$ cat src/rtl/tcp_pkg.sv
// ----------------------------------------------------------------------------
// tcp_pkg
// shared types, codes and constants of the tuning command parser
// ----------------------------------------------------------------------------
package tcp_pkg;

  localparam int CharW           = 8;
  localparam int ValW            = 27;
  localparam int PosW            = 6;
  localparam int MaxCommandChars = 31;
  localparam int FractionDigits  = 3;
  localparam logic [ValW-1:0] SatValue   = {ValW{1'b1}};
  localparam logic [ValW-1:0] LimitReset = ValW'(100000);

  // parse phases
  localparam logic [2:0] PhHead  = 3'd0;
  localparam logic [2:0] PhLead  = 3'd1;
  localparam logic [2:0] PhSign  = 3'd2;
  localparam logic [2:0] PhInt   = 3'd3;
  localparam logic [2:0] PhFrac  = 3'd4;
  localparam logic [2:0] PhTrail = 3'd5;
  localparam logic [2:0] PhDone  = 3'd6;
  localparam logic [2:0] PhBad   = 3'd7;

  typedef enum logic [2:0] {
    KindNone  = 3'd0,
    KindLine  = 3'd1,
    KindP     = 3'd2,
    KindI     = 3'd3,
    KindD     = 3'd4,
    KindSpeed = 3'd5
  } kind_e;

  typedef enum logic [2:0] {
    VerdictReject = 3'd0,
    VerdictLine   = 3'd1,
    VerdictP      = 3'd2,
    VerdictI      = 3'd3,
    VerdictD      = 3'd4,
    VerdictRun    = 3'd5,
    VerdictStop   = 3'd6
  } verdict_e;

  typedef enum logic [1:0] {
    CfgLineGainLimit  = 2'd0,
    CfgSpeedGainLimit = 2'd1,
    CfgSpeedLimit     = 2'd2
  } cfg_idx_e;

  // characters
  localparam logic [CharW-1:0] ChNul   = 8'h00;
  localparam logic [CharW-1:0] ChTab   = 8'h09;
  localparam logic [CharW-1:0] ChSpace = 8'h20;
  localparam logic [CharW-1:0] ChPlus  = 8'h2b;
  localparam logic [CharW-1:0] ChMinus = 8'h2d;
  localparam logic [CharW-1:0] ChDot   = 8'h2e;
  localparam logic [CharW-1:0] Ch0     = 8'h30;
  localparam logic [CharW-1:0] Ch9     = 8'h39;
  localparam logic [CharW-1:0] ChColon = 8'h3a;
  localparam logic [CharW-1:0] ChEqual = 8'h3d;
  localparam logic [CharW-1:0] ChUpD   = 8'h44;
  localparam logic [CharW-1:0] ChUpI   = 8'h49;
  localparam logic [CharW-1:0] ChUpK   = 8'h4b;
  localparam logic [CharW-1:0] ChUpP   = 8'h50;
  localparam logic [CharW-1:0] ChUpS   = 8'h53;
  localparam logic [CharW-1:0] ChLoA   = 8'h61;
  localparam logic [CharW-1:0] ChLoI   = 8'h69;
  localparam logic [CharW-1:0] ChLoK   = 8'h6b;
  localparam logic [CharW-1:0] ChLoP   = 8'h70;
  localparam logic [CharW-1:0] ChLoZ   = 8'h7a;

  typedef struct packed {
    logic [CharW-1:0] char_in;
    logic             final_char;
  } in_req_t;

  typedef struct packed {
    logic [2:0]      verdict;
    logic [ValW-1:0] amount;
  } out_res_t;

  // parsed command handed from the parser to the judge
  typedef struct packed {
    logic            ok;
    logic            minus;
    kind_e           kind;
    logic [ValW-1:0] value;
  } snap_t;

endpackage

$ cat src/rtl/tcp_parser.sv
// ----------------------------------------------------------------------------
// tcp_parser
// per-character command parser: header, sign, integer and fraction digits
// ----------------------------------------------------------------------------
module tcp_parser (
  input  logic                      clk_i,
  input  logic                      rst_ni,
  input  logic                      take_i,
  input  logic [tcp_pkg::CharW-1:0] char_i,
  input  logic                      final_i,
  output tcp_pkg::snap_t            snap_o
);

  logic [tcp_pkg::PosW-1:0]  pos_q, pos_d, pos_nx;
  logic [2:0]                phase_q, phase_d, phase_nx;
  tcp_pkg::kind_e            kind_q, kind_d, kind_nx;
  logic [tcp_pkg::CharW-1:0] first_q, first_d, first_nx;
  logic                      minus_q, minus_d, minus_nx;
  logic                      digit_q, digit_d, digit_nx;
  logic [tcp_pkg::ValW-1:0]  acc_q, acc_d, acc_nx;
  logic [1:0]                frac_q, frac_d, frac_nx;

  logic [tcp_pkg::CharW-1:0] up0, up1;
  logic [3:0]                dig;
  logic [30:0]               int_sum;
  logic [27:0]               frac_sum;
  logic [tcp_pkg::ValW-1:0]  int_sat, frac_sat;
  logic                      in_value, is_sep, is_blank, is_digit;

  function automatic logic [tcp_pkg::CharW-1:0] to_upper(input logic [tcp_pkg::CharW-1:0] c);
    logic [tcp_pkg::CharW-1:0] r;
    r = c;
    if (c >= tcp_pkg::ChLoA && c <= tcp_pkg::ChLoZ) begin
      r = c - 8'h20;
    end
    return r;
  endfunction

  function automatic logic [6:0] frac_weight(input logic [1:0] n);
    logic [6:0] w;
    case (n)
      2'd0:    w = 7'd100;
      2'd1:    w = 7'd10;
      default: w = 7'd1;
    endcase
    return w;
  endfunction

  always_comb begin
    up0      = to_upper(first_q);
    up1      = to_upper(char_i);
    dig      = 4'(char_i - tcp_pkg::Ch0);
    is_sep   = (char_i == tcp_pkg::ChEqual) || (char_i == tcp_pkg::ChColon);
    is_blank = (char_i == tcp_pkg::ChSpace) || (char_i == tcp_pkg::ChTab);
    is_digit = (char_i >= tcp_pkg::Ch0) && (char_i <= tcp_pkg::Ch9);
    in_value = phase_q inside {[tcp_pkg::PhLead:tcp_pkg::PhTrail]};

    // value * 10 + digit * 1000, and value + digit * fraction weight
    int_sum  = 31'({acc_q, 3'b000}) + 31'({acc_q, 1'b0}) + 31'(14'(dig) * 14'd1000);
    frac_sum = 28'(acc_q) + 28'(10'(dig) * 10'(frac_weight(frac_q)));
    int_sat  = (int_sum > 31'(tcp_pkg::SatValue)) ? tcp_pkg::SatValue : int_sum[26:0];
    frac_sat = (frac_sum > 28'(tcp_pkg::SatValue)) ? tcp_pkg::SatValue : frac_sum[26:0];

    pos_nx   = pos_q;
    phase_nx = phase_q;
    kind_nx  = kind_q;
    first_nx = first_q;
    minus_nx = minus_q;
    digit_nx = digit_q;
    acc_nx   = acc_q;
    frac_nx  = frac_q;

    if (phase_q != tcp_pkg::PhDone && phase_q != tcp_pkg::PhBad) begin
      if (pos_q >= tcp_pkg::PosW'(tcp_pkg::MaxCommandChars)) begin
        phase_nx = tcp_pkg::PhBad;
      end else begin
        pos_nx = pos_q + tcp_pkg::PosW'(1);
        if (char_i == tcp_pkg::ChNul) begin
          phase_nx = (in_value && digit_q) ? tcp_pkg::PhDone : tcp_pkg::PhBad;
        end else if (phase_q == tcp_pkg::PhHead) begin
          if (pos_q == '0) begin
            first_nx = char_i;
          end else if (pos_q == tcp_pkg::PosW'(1)) begin
            if (first_q == tcp_pkg::ChLoK &&
                (char_i == tcp_pkg::ChLoP || char_i == tcp_pkg::ChLoI)) begin
              kind_nx = tcp_pkg::KindLine;
            end else if (up0 == tcp_pkg::ChUpS) begin
              phase_nx = is_sep ? tcp_pkg::PhLead : tcp_pkg::PhBad;
              kind_nx  = tcp_pkg::KindSpeed;
            end else if (up0 == tcp_pkg::ChUpK && up1 == tcp_pkg::ChUpP) begin
              kind_nx = tcp_pkg::KindP;
            end else if (up0 == tcp_pkg::ChUpK && up1 == tcp_pkg::ChUpI) begin
              kind_nx = tcp_pkg::KindI;
            end else if (up0 == tcp_pkg::ChUpK && up1 == tcp_pkg::ChUpD) begin
              kind_nx = tcp_pkg::KindD;
            end else begin
              phase_nx = tcp_pkg::PhBad;
            end
          end else begin
            phase_nx = is_sep ? tcp_pkg::PhLead : tcp_pkg::PhBad;
          end
        end else begin
          if (is_digit && phase_q != tcp_pkg::PhTrail) begin
            digit_nx = 1'b1;
            if (phase_q == tcp_pkg::PhFrac) begin
              if (int'(frac_q) < tcp_pkg::FractionDigits) begin
                acc_nx = frac_sat;
              end
              if (frac_q != 2'd3) begin
                frac_nx = frac_q + 2'd1;
              end
            end else begin
              acc_nx   = int_sat;
              phase_nx = tcp_pkg::PhInt;
            end
          end else if (char_i == tcp_pkg::ChDot && phase_q != tcp_pkg::PhFrac &&
                       phase_q != tcp_pkg::PhTrail) begin
            phase_nx = tcp_pkg::PhFrac;
          end else if (is_blank) begin
            if (phase_q != tcp_pkg::PhLead) begin
              phase_nx = tcp_pkg::PhTrail;
            end
          end else if ((char_i == tcp_pkg::ChPlus || char_i == tcp_pkg::ChMinus) &&
                       phase_q == tcp_pkg::PhLead) begin
            minus_nx = (char_i == tcp_pkg::ChMinus);
            phase_nx = tcp_pkg::PhSign;
          end else begin
            phase_nx = tcp_pkg::PhBad;
          end
        end
      end
    end

    // hold between requests, restart after the last character
    pos_d   = pos_q;
    phase_d = phase_q;
    kind_d  = kind_q;
    first_d = first_q;
    minus_d = minus_q;
    digit_d = digit_q;
    acc_d   = acc_q;
    frac_d  = frac_q;
    if (take_i) begin
      if (final_i) begin
        pos_d   = '0;
        phase_d = tcp_pkg::PhHead;
        kind_d  = tcp_pkg::KindNone;
        first_d = '0;
        minus_d = 1'b0;
        digit_d = 1'b0;
        acc_d   = '0;
        frac_d  = '0;
      end else begin
        pos_d   = pos_nx;
        phase_d = phase_nx;
        kind_d  = kind_nx;
        first_d = first_nx;
        minus_d = minus_nx;
        digit_d = digit_nx;
        acc_d   = acc_nx;
        frac_d  = frac_nx;
      end
    end

    snap_o.ok    = (phase_nx == tcp_pkg::PhDone) ||
                   ((phase_nx inside {[tcp_pkg::PhLead:tcp_pkg::PhTrail]}) && digit_nx);
    snap_o.minus = minus_nx;
    snap_o.kind  = kind_nx;
    snap_o.value = acc_nx;
  end

  always_ff @(posedge clk_i or negedge rst_ni) begin
    if (!rst_ni) begin
      pos_q   <= '0;
      phase_q <= tcp_pkg::PhHead;
      kind_q  <= tcp_pkg::KindNone;
      first_q <= '0;
      minus_q <= 1'b0;
      digit_q <= 1'b0;
      acc_q   <= '0;
      frac_q  <= '0;
    end else begin
      pos_q   <= pos_d;
      phase_q <= phase_d;
      kind_q  <= kind_d;
      first_q <= first_d;
      minus_q <= minus_d;
      digit_q <= digit_d;
      acc_q   <= acc_d;
      frac_q  <= frac_d;
    end
  end

endmodule

$ cat src/rtl/tcp_judge.sv
// ----------------------------------------------------------------------------
// tcp_judge
// sign and limit checks that turn a parsed command into a verdict and amount
// ----------------------------------------------------------------------------
module tcp_judge (
  input  tcp_pkg::snap_t                 snap_i,
  input  logic [tcp_pkg::ValW-1:0]       line_gain_limit_i,
  input  logic [tcp_pkg::ValW-1:0]       speed_gain_limit_i,
  input  logic [tcp_pkg::ValW-1:0]       speed_limit_i,
  output tcp_pkg::out_res_t              res_o
);

  logic ok;

  always_comb begin
    ok            = snap_i.ok && !(snap_i.minus && snap_i.value != '0);
    res_o.verdict = tcp_pkg::VerdictReject;
    res_o.amount  = '0;
    if (ok) begin
      case (snap_i.kind)
        tcp_pkg::KindLine: begin
          if (snap_i.value <= line_gain_limit_i) begin
            res_o.verdict = tcp_pkg::VerdictLine;
            res_o.amount  = snap_i.value;
          end
        end
        tcp_pkg::KindP, tcp_pkg::KindI, tcp_pkg::KindD: begin
          if (snap_i.value <= speed_gain_limit_i) begin
            res_o.verdict = snap_i.kind;
            res_o.amount  = snap_i.value;
          end
        end
        tcp_pkg::KindSpeed: begin
          if (snap_i.value <= speed_limit_i) begin
            res_o.verdict = (snap_i.value == '0) ? tcp_pkg::VerdictStop : tcp_pkg::VerdictRun;
            res_o.amount  = snap_i.value;
          end
        end
        default: begin
          res_o.verdict = tcp_pkg::VerdictReject;
        end
      endcase
    end
  end

endmodule

$ cat src/rtl/tuning_command_parser.sv
// ----------------------------------------------------------------------------
// tuning_command_parser
// streaming parser for ASCII tuning commands (line gain, speed gains, speed)
// ----------------------------------------------------------------------------
// Input channel: one character per request (in_req_i.char_in), with
// in_req_i.final_char marking the last character of a command. A request is
// taken at a clock edge with in_valid_i high and in_stall_o low.
// Output channel: one result per command (verdict and amount in thousandths),
// taken at an edge with out_valid_o high and out_stall_i low.
// Throughput: one character per cycle while in_stall_o is low; the parse
// state is updated as each character arrives, so a command waits on the one
// before it only while in_stall_o is high. A command is held in the command
// register behind the parser as its final character is taken, then its
// result in the result register behind the limit checks once that can load.
// Stall: while the result register is full and stalled, one more finished
// command can wait in the command register; in_stall_o rises only when that
// is full too, and falls as soon as the result is taken. Reset: all parse
// state clears, no result is pending, and the three limit registers return
// to 100000. Limits are written via cfg_we_i while idle, a rule the user keeps.
// ----------------------------------------------------------------------------
module tuning_command_parser (
  input  logic                      clk_i,
  input  logic                      rst_ni,
  input  logic                      in_valid_i,
  output logic                      in_stall_o,
  input  tcp_pkg::in_req_t          in_req_i,
  output logic                      out_valid_o,
  input  logic                      out_stall_i,
  output tcp_pkg::out_res_t         out_res_o,
  input  logic                      cfg_we_i,
  input  logic [1:0]                cfg_idx_i,
  input  logic [tcp_pkg::ValW-1:0]  cfg_data_i
);

  logic                     take, out_load, snap_adv;
  logic                     snap_valid_q, snap_valid_d;
  logic                     out_valid_q, out_valid_d;
  tcp_pkg::snap_t           snap_nx, snap_q;
  tcp_pkg::out_res_t        res, res_q;
  logic [tcp_pkg::ValW-1:0] line_lim_q, speed_gain_lim_q, speed_lim_q;

  assign out_load   = !out_valid_q || !out_stall_i;
  assign snap_adv   = snap_valid_q && out_load;
  assign in_stall_o = snap_valid_q && !out_load;
  assign take       = in_valid_i && !in_stall_o;

  tcp_parser u_parser (
    .clk_i   (clk_i),
    .rst_ni  (rst_ni),
    .take_i  (take),
    .char_i  (in_req_i.char_in),
    .final_i (in_req_i.final_char),
    .snap_o  (snap_nx)
  );

  tcp_judge u_judge (
    .snap_i             (snap_q),
    .line_gain_limit_i  (line_lim_q),
    .speed_gain_limit_i (speed_gain_lim_q),
    .speed_limit_i      (speed_lim_q),
    .res_o              (res)
  );

  always_comb begin
    snap_valid_d = snap_valid_q;
    if (take && in_req_i.final_char) begin
      snap_valid_d = 1'b1;
    end else if (snap_adv) begin
      snap_valid_d = 1'b0;
    end
    out_valid_d = out_load ? snap_valid_q : out_valid_q;
  end

  always_ff @(posedge clk_i or negedge rst_ni) begin
    if (!rst_ni) begin
      snap_valid_q     <= 1'b0;
      out_valid_q      <= 1'b0;
      line_lim_q       <= tcp_pkg::LimitReset;
      speed_gain_lim_q <= tcp_pkg::LimitReset;
      speed_lim_q      <= tcp_pkg::LimitReset;
    end else begin
      snap_valid_q <= snap_valid_d;
      out_valid_q  <= out_valid_d;
      if (cfg_we_i) begin
        case (cfg_idx_i)
          tcp_pkg::CfgLineGainLimit:  line_lim_q       <= cfg_data_i;
          tcp_pkg::CfgSpeedGainLimit: speed_gain_lim_q <= cfg_data_i;
          tcp_pkg::CfgSpeedLimit:     speed_lim_q      <= cfg_data_i;
          default: begin
          end
        endcase
      end
    end
  end

  // payload
  always_ff @(posedge clk_i) begin
    if (take && in_req_i.final_char) begin
      snap_q <= snap_nx;
    end
    if (snap_adv) begin
      res_q <= res;
    end
  end

  assign out_valid_o = out_valid_q;
  assign out_res_o   = res_q;

endmodule

$ cat config.mk
export PLATFORM = sky130hd
export DESIGN_NAME = tuning_command_parser
export DESIGN_NICKNAME = d
export VERILOG_FILES = /design/src/rtl/tcp_pkg.sv /design/src/rtl/tcp_parser.sv /design/src/rtl/tcp_judge.sv /design/src/rtl/tuning_command_parser.sv
export SDC_FILE = /design/constraint.sdc
export NUM_CORES = 1
export LEC_CHECK = 0
export BUFFER_PORTS_ARGS = -buffer_cell sky130_fd_sc_hd__buf_2
export CORE_MARGIN = 1
export CORE_UTILIZATION = 50
export CTS_CLUSTER_DIAMETER = 150
export DETAILED_ROUTE_END_ITERATION = 16
export PLACE_DENSITY = 0.7
export SLEW_MARGIN = 10
export SYNTH_ARGS = -nofsm -noshare
export SYNTH_HDL_FRONTEND = slang
export SYNTH_HIERARCHICAL = 1
export SYNTH_SLANG_ARGS = --single-unit
$ cat constraint.sdc
create_clock -name clk_i -period 4.7 [get_ports clk_i]
set_input_delay 0.47 -clock clk_i [delete_from_list [all_inputs] [get_ports clk_i]]
set_output_delay 0.47 -clock clk_i [all_outputs]
set_load 0.02 [all_outputs]
After elaboration in Yosys (flattened, before gate mapping):

Index checks and enable logic that the tools add are counted.

* bits of input ports: 43
* output and inout bits: 32
* bits in writable memories: 0
* memories kept: 0
* word-level logic and storage cells: 221
* bits in latches: 0
* flip-flop bits (word level): 196
* memory bits (read-only): 0

* multipliers: 2
* order comparisons: 17
* equality and inequality tests: 36
* mux-type cells: 85
* divide/modulo/power cells: 0
* add/sub/neg operators: 8
* shift operators: 0
* reductions and logical operators: 54
* bitwise logic cells: 0

Operators by type and width (count)
* 2-to-1 mux 27 bit: 10
* 2-to-1 mux 3 bit: 31
* <= comparator 27 bit: 3
* one-hot mux 27 bit (3 select lines): 1
* == test 8 x 7 -> 1 bit, second input constant: 8
* 2-to-1 mux 8 bit: 8
* 2-to-1 mux 30 bit: 2
* == test 8 x 6 -> 1 bit, second input constant: 6
* adder 30 x 28 -> 31 bit: 1
* adder 31 x 14 -> 31 bit: 1
* > comparator 31 x 27 -> 1 bit, second input constant: 1
* adder 27 x 11 -> 28 bit: 1
* > comparator 28 x 27 -> 1 bit, second input constant: 1
* 2-to-1 mux 28 bit: 1
* zero test 27 bit: 1
* nonzero test 27 bit: 1
* logical AND 1 bit: 22
* 2-to-1 mux 1 bit: 18
* 2-to-1 mux 2 bit: 9
* 2-to-1 mux 6 bit: 3
* >= comparator 8 x 7 -> 1 bit, second input constant: 2
* <= comparator 8 x 7 -> 1 bit, second input constant: 2
* subtractor 8 x 6 -> 8 bit, second input constant: 2
* one-hot mux 7 bit (2 select lines): 1
* other kinds (34): 66

Logic depth before layout (Yosys ltp):

Gate-level depths: netlist of run 1.

* depth after elaboration: 20
* mapped depth: 23
* gate-level depth less buffers: 21

By module:

Netlist of run 1, hierarchy kept.

Modules (own cells, without submodules)
* tcp_parser: area an instance 7447.1 sq um, seq. area each 1276.2 sq um, cells each 916, instances 1
* tuning_command_parser: area an instance 5258.8 sq um, seq. area each 3961.3 sq um, cells each 246, instances 1
* tcp_judge: area an instance 2477.4 sq um, seq. area each 0.0 sq um, cells each 377, instances 1

Worst setup path after synthesis of run 1:

OpenSTA, ideal clock, no wires.

* path kind: input -> register
* start point: in in_req_i[2] (netlist name)
* end point: reg snap_q[10] (netlist name) (data pin)
* stages on the path: 23
* data arrival time: 5.649 ns
* setup time: 0.260 ns
* slack: -1.209 ns
* required time: 4.440 ns
* path buffers: 2
* cells stage by stage: clkbuf_1 > inv_1 > ha_1 > fa_1 > ha_1 > a21o_1 > a21oi_1 > o21bai_1 > a21oi_1 > o21ai_0 > a21oi_1 > xnor2_1 > fa_1 > ha_1 > a21oi_2 > o21bai_4 > a221oi_4 > a21oi_2 > o31ai_2 > o221a_4 > buf_6 > a22oi_1 > mux2_2

RTL lines
* start: declaration: line tuning_command_parser.sv:26 `input tcp_pkg::in_req_t in_req_i,`
* end signal: assignment: line tuning_command_parser.sv:99 `snap_q <= snap_nx;`
* end: declaration: line tuning_command_parser.sv:38 `tcp_pkg::snap_t snap_nx, snap_q;`

==> reports/metrics.csv, run 1 <==
metric,value,unit
synth_area,15200,um2
worst-path-max-fanout,6,
seq_area_frac_synth,0.345,
layout-drive-gt1-share,0.255,
grt_pass1_wl,66.6,mm
vias,12700,
critPathArrivalTime,5.50,ns
r2r_end,snap_q[10],
grt_pass1_vias,12700,
syn_area_per_cell,9.87,um2
finalWorstSetupSlack,-0.595,ns
track_usage,0.273,
yosys_warnings,6,
clk_path_buf_depth,2,
ff2ff_path_depth,16,
cp_data_required_time,4.90,ns
max_slew_margin,0.171,
core,29800,um2
synth.distinct_cells,91,
clkSinkCount,196,
max_cap_violations,0,
switching_share,0.340,
drt-total-wl,41.6,mm
ys_async_sr_fraction,0.684,
fin_util,0.601,
port-buffer-count,74,
synthToLayoutAreaGrowth,17.9,%
die_w,176,um
via_per_inst,5.95,
fmax,189,MHz
nets,1980,
antenna_left,0,
rsz0062_at_grt,yes,
ys.flop_type,dfrtp_1,
cts_max_level,4,
p_clk_frac,0.256,
crit_path_end_kind,flop,
hpwlAfterDp,30.7,mm
synth_nets,1789,
synth_top_area_cell,dfrtp_1,
min_period_over_period,1.13,
antenna_found_initial,1,
synth.top_cell.area_share,0.191,
clkLatencyLatePin,0.45,ns
min_period,5.30,ns
clkTransAtPathRegs,0.08,ns
route.detailed.drc,0,
fin_cells,2134,
r2r-start,u_parser/frac_q[0],
dp_cells,2080,
place_congestion,0.918,
synthMostInstantiatedCell,inv_1,
first_iter_violations,1169,
grt-ovfl-total,0,
cts_buffers,17,
slew_viol_final,0,
pin_count,75,
start_kind,primary input,
worst_pin_slew,1.21,ns
synth-edff-count,62,
crit_type,in2reg,
ys_top_cells_by_count,"inv_1, ha_1, nand2_1, dfrtp_1, a21oi_1",
synth_area_leaders,"dfrtp_1, ha_1, edfxtp_1",
cts_root_buf,clkbuf_16,
cts_tree,yes,
fp.dieH,176,um
powerDensity,318,nW/um2
first_pass_iters,6,
fin_worst_skew,0.0134,ns
outcome,finished with violations,
dieArea,31100,um2
reg2reg_slack,-0.42,ns
routedWlPerCell,19.5,um
whs,0.107,ns
fin_setup_tns,-25.37,ns
violations,negative setup slack,
p_leak,8.43,nW
initial_core_util,0.510,
worst_ir_drop_vdd,0.264,mV
postSynthCellCount,1539,
synth_seq_cells,196,
p_int,0.00376,W
pwr-share-comb,0.365,
rows,63,
finalSetupViolations,54,
grt_max_degree,99,
seq_power_share,0.379,
finalHoldViolCount,0,
hold_path.class,in2async,
power.switching,0.00193,W
power,0.00569,W
## cell type report
type / instances / area (um2)
fill: 2527 / 11900
multi-input combinational: 1108 / 9340
sequential: 196 / 5240
timing repair buffer: 216 / 1550
inverter: 191 / 719
tap: 390 / 488
clock buffer: 21 / 440
clock inverter: 11 / 128
antenna: 1 / 2.50
## per-layer routing
metal,part of all wire,vias up,track usage
met2,0.47,550,0.456
met3,0.061,100,0.0317
met5,0,-,0
li1,-,5913,-
met1,0.43,6138,0.359
met4,0.034,0,0.112
## how the worst max path moves through the flow
stage	cells past startpoint	endpoint	start	slack (ns)
after floorplan	22	snap_q[10]	in_req_i[4]	-0.75
after global placement	23	snap_q[5]	in_req_i[4]	-0.98
after detailed placement	24	u_parser/acc_q[21]	in_req_i[4]	-1.13
after CTS	23	snap_q[9]	in_req_i[4]	-0.54
after global routing	23	snap_q[2]	in_req_i[3]	-0.74
final	23	snap_q[10]	in_req_i[3]	-0.60
## flip-flops by register name, indices dropped and copies added, names as in the netlist
| signal | count |
|---|---|
| snap_q | 32 |
| out_res_o | 30 |
| snap_valid_q | 1 |
| u_parser/phase_q | 3 |
| u_parser/kind_q | 3 |
| speed_lim_q | 27 |
| out_valid_o | 1 |
| u_parser/minus_q | 1 |
| speed_gain_lim_q | 27 |
| u_parser/pos_q | 6 |
| u_parser/acc_q | 27 |
| u_parser/first_q | 8 |
| u_parser/digit_q | 1 |
| u_parser/frac_q | 2 |
| line_lim_q | 27 |
## per-stage QoR
stage / area, um2 / worst slack [ns]
4_1_cts: 17700 / -0.539
3_3_place_gp: 16800 / -0.980
5_1_grt: 17900 / -0.744
2_1_floorplan: 15300 / -0.748
3_5_place_dp: 16800 / -1.13
6_report: 17900 / -0.595
## power groups by stage
stage / Clock [W] / Combinational (W) / Sequential, W
floorplan: 0 / 0.00126 / 0.00215
global placement: 0 / 0.00178 / 0.00218
detailed placement: 0 / 0.00185 / 0.00218
CTS: 0.00148 / 0.00198 / 0.00215
global route: 0.00154 / 0.00228 / 0.00218
finish: 0.00146 / 0.00208 / 0.00216
## critical path, stage by stage
cell and delay [ns]:
buf_8 0.10, fa_2 0.58, inv_2 0.04, fa_1 0.50
inv_2 0.05, ha_4 0.23, a21oi_4 0.13, o21bai_1 0.10
a21oi_2 0.18, o21ai_2 0.08, a21oi_2 0.17, xnor2_2 0.13
fa_1 0.48, ha_4 0.33, o21ai_2 0.05, a211o_1 0.30
or3_1 0.36, a21oi_2 0.15, a211o_1 0.25, buf_4 0.15
o221a_4 0.26, a22oi_1 0.12, mux2_2 0.28
## cells by family after synthesis
family | share of synthesized area
compound gates | 0.165
simple gates | 0.129
mux | 0.0818
flops | 0.345
fa+ha+maj | 0.187
buf+inv | 0.0682
xor+xnor | 0.0237
## layout by cell type, fill, tap and decap left out, types with 13 or more instances in the layout
cell | Yosys | final
dfstp_2 | 18 | 18
or3_1 | 13 | 13
buf_4 | 2 | 127
nand4_1 | 21 | 21
nor3_1 | 16 | 16
fa_1 | 33 | 31
o21ai_1 | 13 | 19
buf_2 | 11 | 70
ha_1 | 174 | 168
xor2_1 | 18 | 18
nand2_1 | 142 | 142
mux2_2 | 45 | 37
nand2b_1 | 15 | 15
mux2_4 | 47 | 55
dfrtp_1 | 116 | 116
a211oi_1 | 19 | 15
xnor2_1 | 23 | 22
o22ai_1 | 23 | 15
a21oi_1 | 93 | 85
nand3_1 | 34 | 34
buf_6 | 7 | 15
inv_1 | 191 | 188
o21ai_0 | 69 | 59
nor4_1 | 13 | 13
a21o_1 | 17 | 17
edfxtp_1 | 62 | 62
nor2_1 | 78 | 75
clkbuf_16 | 0 | 17
## repair_timing
item / 4_1_cts / 5_1_grt
setup endpoints to repair: 54 / 54
gates resized for setup: 56 / 27
pin swaps: 16 / 34
hold buffers: 0 / 0
cloned: 1 / 0
buffers inserted: 13 / 8
(Power assumes the default switching activity.)
==> inputs of run 2 (changes only) <==
--- a/config.mk
+++ b/config.mk
@@ -6,11 +6,14 @@
 export NUM_CORES = 1
 export LEC_CHECK = 0
 export BUFFER_PORTS_ARGS = -buffer_cell sky130_fd_sc_hd__buf_2
+export CELL_PAD_IN_SITES_DETAIL_PLACEMENT = 0
+export CELL_PAD_IN_SITES_GLOBAL_PLACEMENT = 1
 export CORE_MARGIN = 1
-export CORE_UTILIZATION = 50
+export CORE_UTILIZATION = 45
 export CTS_CLUSTER_DIAMETER = 150
 export DETAILED_ROUTE_END_ITERATION = 16
-export PLACE_DENSITY = 0.7
+export PLACE_DENSITY_LB_ADDON = 0.1
+export SKIP_CTS_REPAIR_TIMING = 1
 export SLEW_MARGIN = 10
 export SYNTH_ARGS = -nofsm -noshare
 export SYNTH_HDL_FRONTEND = slang
==> run 2 against run 1 <==
Net effect: the run ends with negative hold slack, negative setup slack left; first-iteration DRC count down 30%; critical path depth stayed put; routed wire length rose by 2.3%; critical path type unchanged.
==> reports/metrics.csv, run 2 (synthesis results as in run 1) <==
metric,value,unit
hpwlAfterDp,31.8,mm
initial_core_util,0.462,
crit_path_end_kind,flop,
vias,12200,
nFillCells,2994,
cts_tree,yes,
clkTransAtPathRegs,0.09,ns
port-buffer-count,74,
pin_count,75,
synthToLayoutAreaGrowth,19.7,%
multiInputGateArea,9440,um2
start_kind,primary input,
route.detailed.drc,0,
outcome,finished with violations,
rsz0062_at_grt,yes,
antenna_found_initial,0,
antenna_left,0,
worst-path-max-fanout,6,
grt-ovfl-total,0,
dieArea,34500,um2
fmax,187,MHz
regMostFlops,snap_q,
cts_max_level,4,
powerDensity,323,nW/um2
finalHoldViolCount,11,
violations,"negative hold slack, negative setup slack",
rows,66,
track_usage,0.251,
first_iter_violations,818,
core,32900,um2
regArea,5240,um2
drt-total-wl,42.5,mm
layout_commonest_cell,inv_1,
p_leak,8.53,nW
min_period,5.35,ns
finalWorstSetupSlack,-0.653,ns
num_antenna_cells,0,
dp_cells,2139,
hold_path.class,in2async,
worst_ir_drop_vdd,0.277,mV
max_slew_margin,0.248,
critPathArrivalTime,5.55,ns
clkLatencyLatePin,0.46,ns
nets,1986,
via_per_inst,5.55,
fin_cells,2191,
clk_path_buf_depth,2,
first_pass_iters,5,
grt_pass1_vias,11900,
worst_pin_slew,1.13,ns
finalSetupViolations,54,
layout-drive-gt1-share,0.266,
slew_viol_final,0,
cp_data_required_time,4.89,ns
clkSinkCount,196,
whs,-0.00605,ns
largest_reg_flops,32,
place_congestion,0.865,
cts_root_buf,clkbuf_16,
grt_max_degree,66,
crit_type,in2reg,
placed_area,16900,um2
final_cell_mix,"inv_1, ha_1, nand2_1",
die_w,186,um
fin_worst_skew,0.0257,ns
fp.dieH,186,um
grt_pass1_wl,66.2,mm
cts_buffers,17,
max_cap_violations,0,
routedWlPerCell,19.4,um
stdcell_area,18200,um2
min_period_over_period,1.14,
==> run 2: cell types whose count changed in the layout (fill, tap and decap cells not counted), sizes merged <==
cell / change
clkinv: +2
buf: +4
clkbuf: -2
bufinv: -1
clkinvlp: -5
diode: -1
inv: +8
==> run 2: power by group <==
group          internal, W  total, W  switching (W)
Combinational     0.000982   0.00208        0.00110
Clock             0.000793   0.00164       0.000843
Sequential         0.00199   0.00215       0.000164
==> run 2: area by class of cell <==
cell class	instances	area share
Clock buffer	17	0.0234
Inverter	191	0.0396
Clock inverter	15	0.0117
Multi-Input combinational cell	1108	0.519
Sequential cell	196	0.288
Timing Repair Buffer	222	0.0874
Tap cell	442	0.0304
==> run 2: through the flow <==
stage / TNS (ns) / setup slack, ns / util / hold WS [ns] / total power (W)
global placement: -46.63 / -1.04 / 0.514 / 0.461 / 0.00400
CTS: -25.16 / -0.644 / 0.534 / 0.0147 / 0.00569
detailed placement: -51.62 / -1.11 / 0.514 / 0.465 / 0.00404
floorplan: -32.14 / -0.748 / - / 0.174 / 0.00340
finish: -27.32 / -0.653 / 0.553 / -0.00605 / 0.00587
global route: -35.61 / -0.792 / 0.553 / 0.0414 / 0.00621
==> run 2: per-layer routing <==
| metal | GRT usage | wire length [um] | vias up |
|---|---|---|---|
| li1 | - | - | 5917 |
| met1 | 0.340 | 20000 | 5927 |
| met2 | 0.420 | 20300 | 270 |
| met3 | 0.0258 | 1330 | 42 |
| met4 | 0.0751 | 863 | 0 |
| met5 | 0 | 0 | - |
==> run 2: worst max-delay path, stage by stage <==
cell	delay (ns)
buf_8	0.10
fa_2	0.57
inv_2	0.04
fa_1	0.49
inv_2	0.05
ha_4	0.23
a21oi_4	0.13
o21bai_1	0.11
a21oi_2	0.16
o21ai_1	0.09
a21oi_1	0.17
xnor2_1	0.16
fa_1	0.49
ha_4	0.33
o21ai_2	0.07
a211o_1	0.31
or3_4	0.39
a21oi_4	0.15
a211o_1	0.25
buf_6	0.12
o221a_4	0.27
a22oi_2	0.12
mux2_4	0.27
==> run 2: path summary, 6_finish.rpt <==
kind,to,start,slack [ns],cells past startpoint
max,snap_q[8],in_req_i[3],-0.65,23
min,speed_lim_q[24],rst_ni,-0.006,1
max reg2reg,snap_q[10],u_parser/frac_q[0],-0.34,16
min reg2reg,u_parser/first_q[0],u_parser/first_q[0],0.50,2
max in group asynchronous,speed_lim_q[0],rst_ni,3.54,2
min in group clk_i,snap_valid_q,in_valid_i,0.27,3
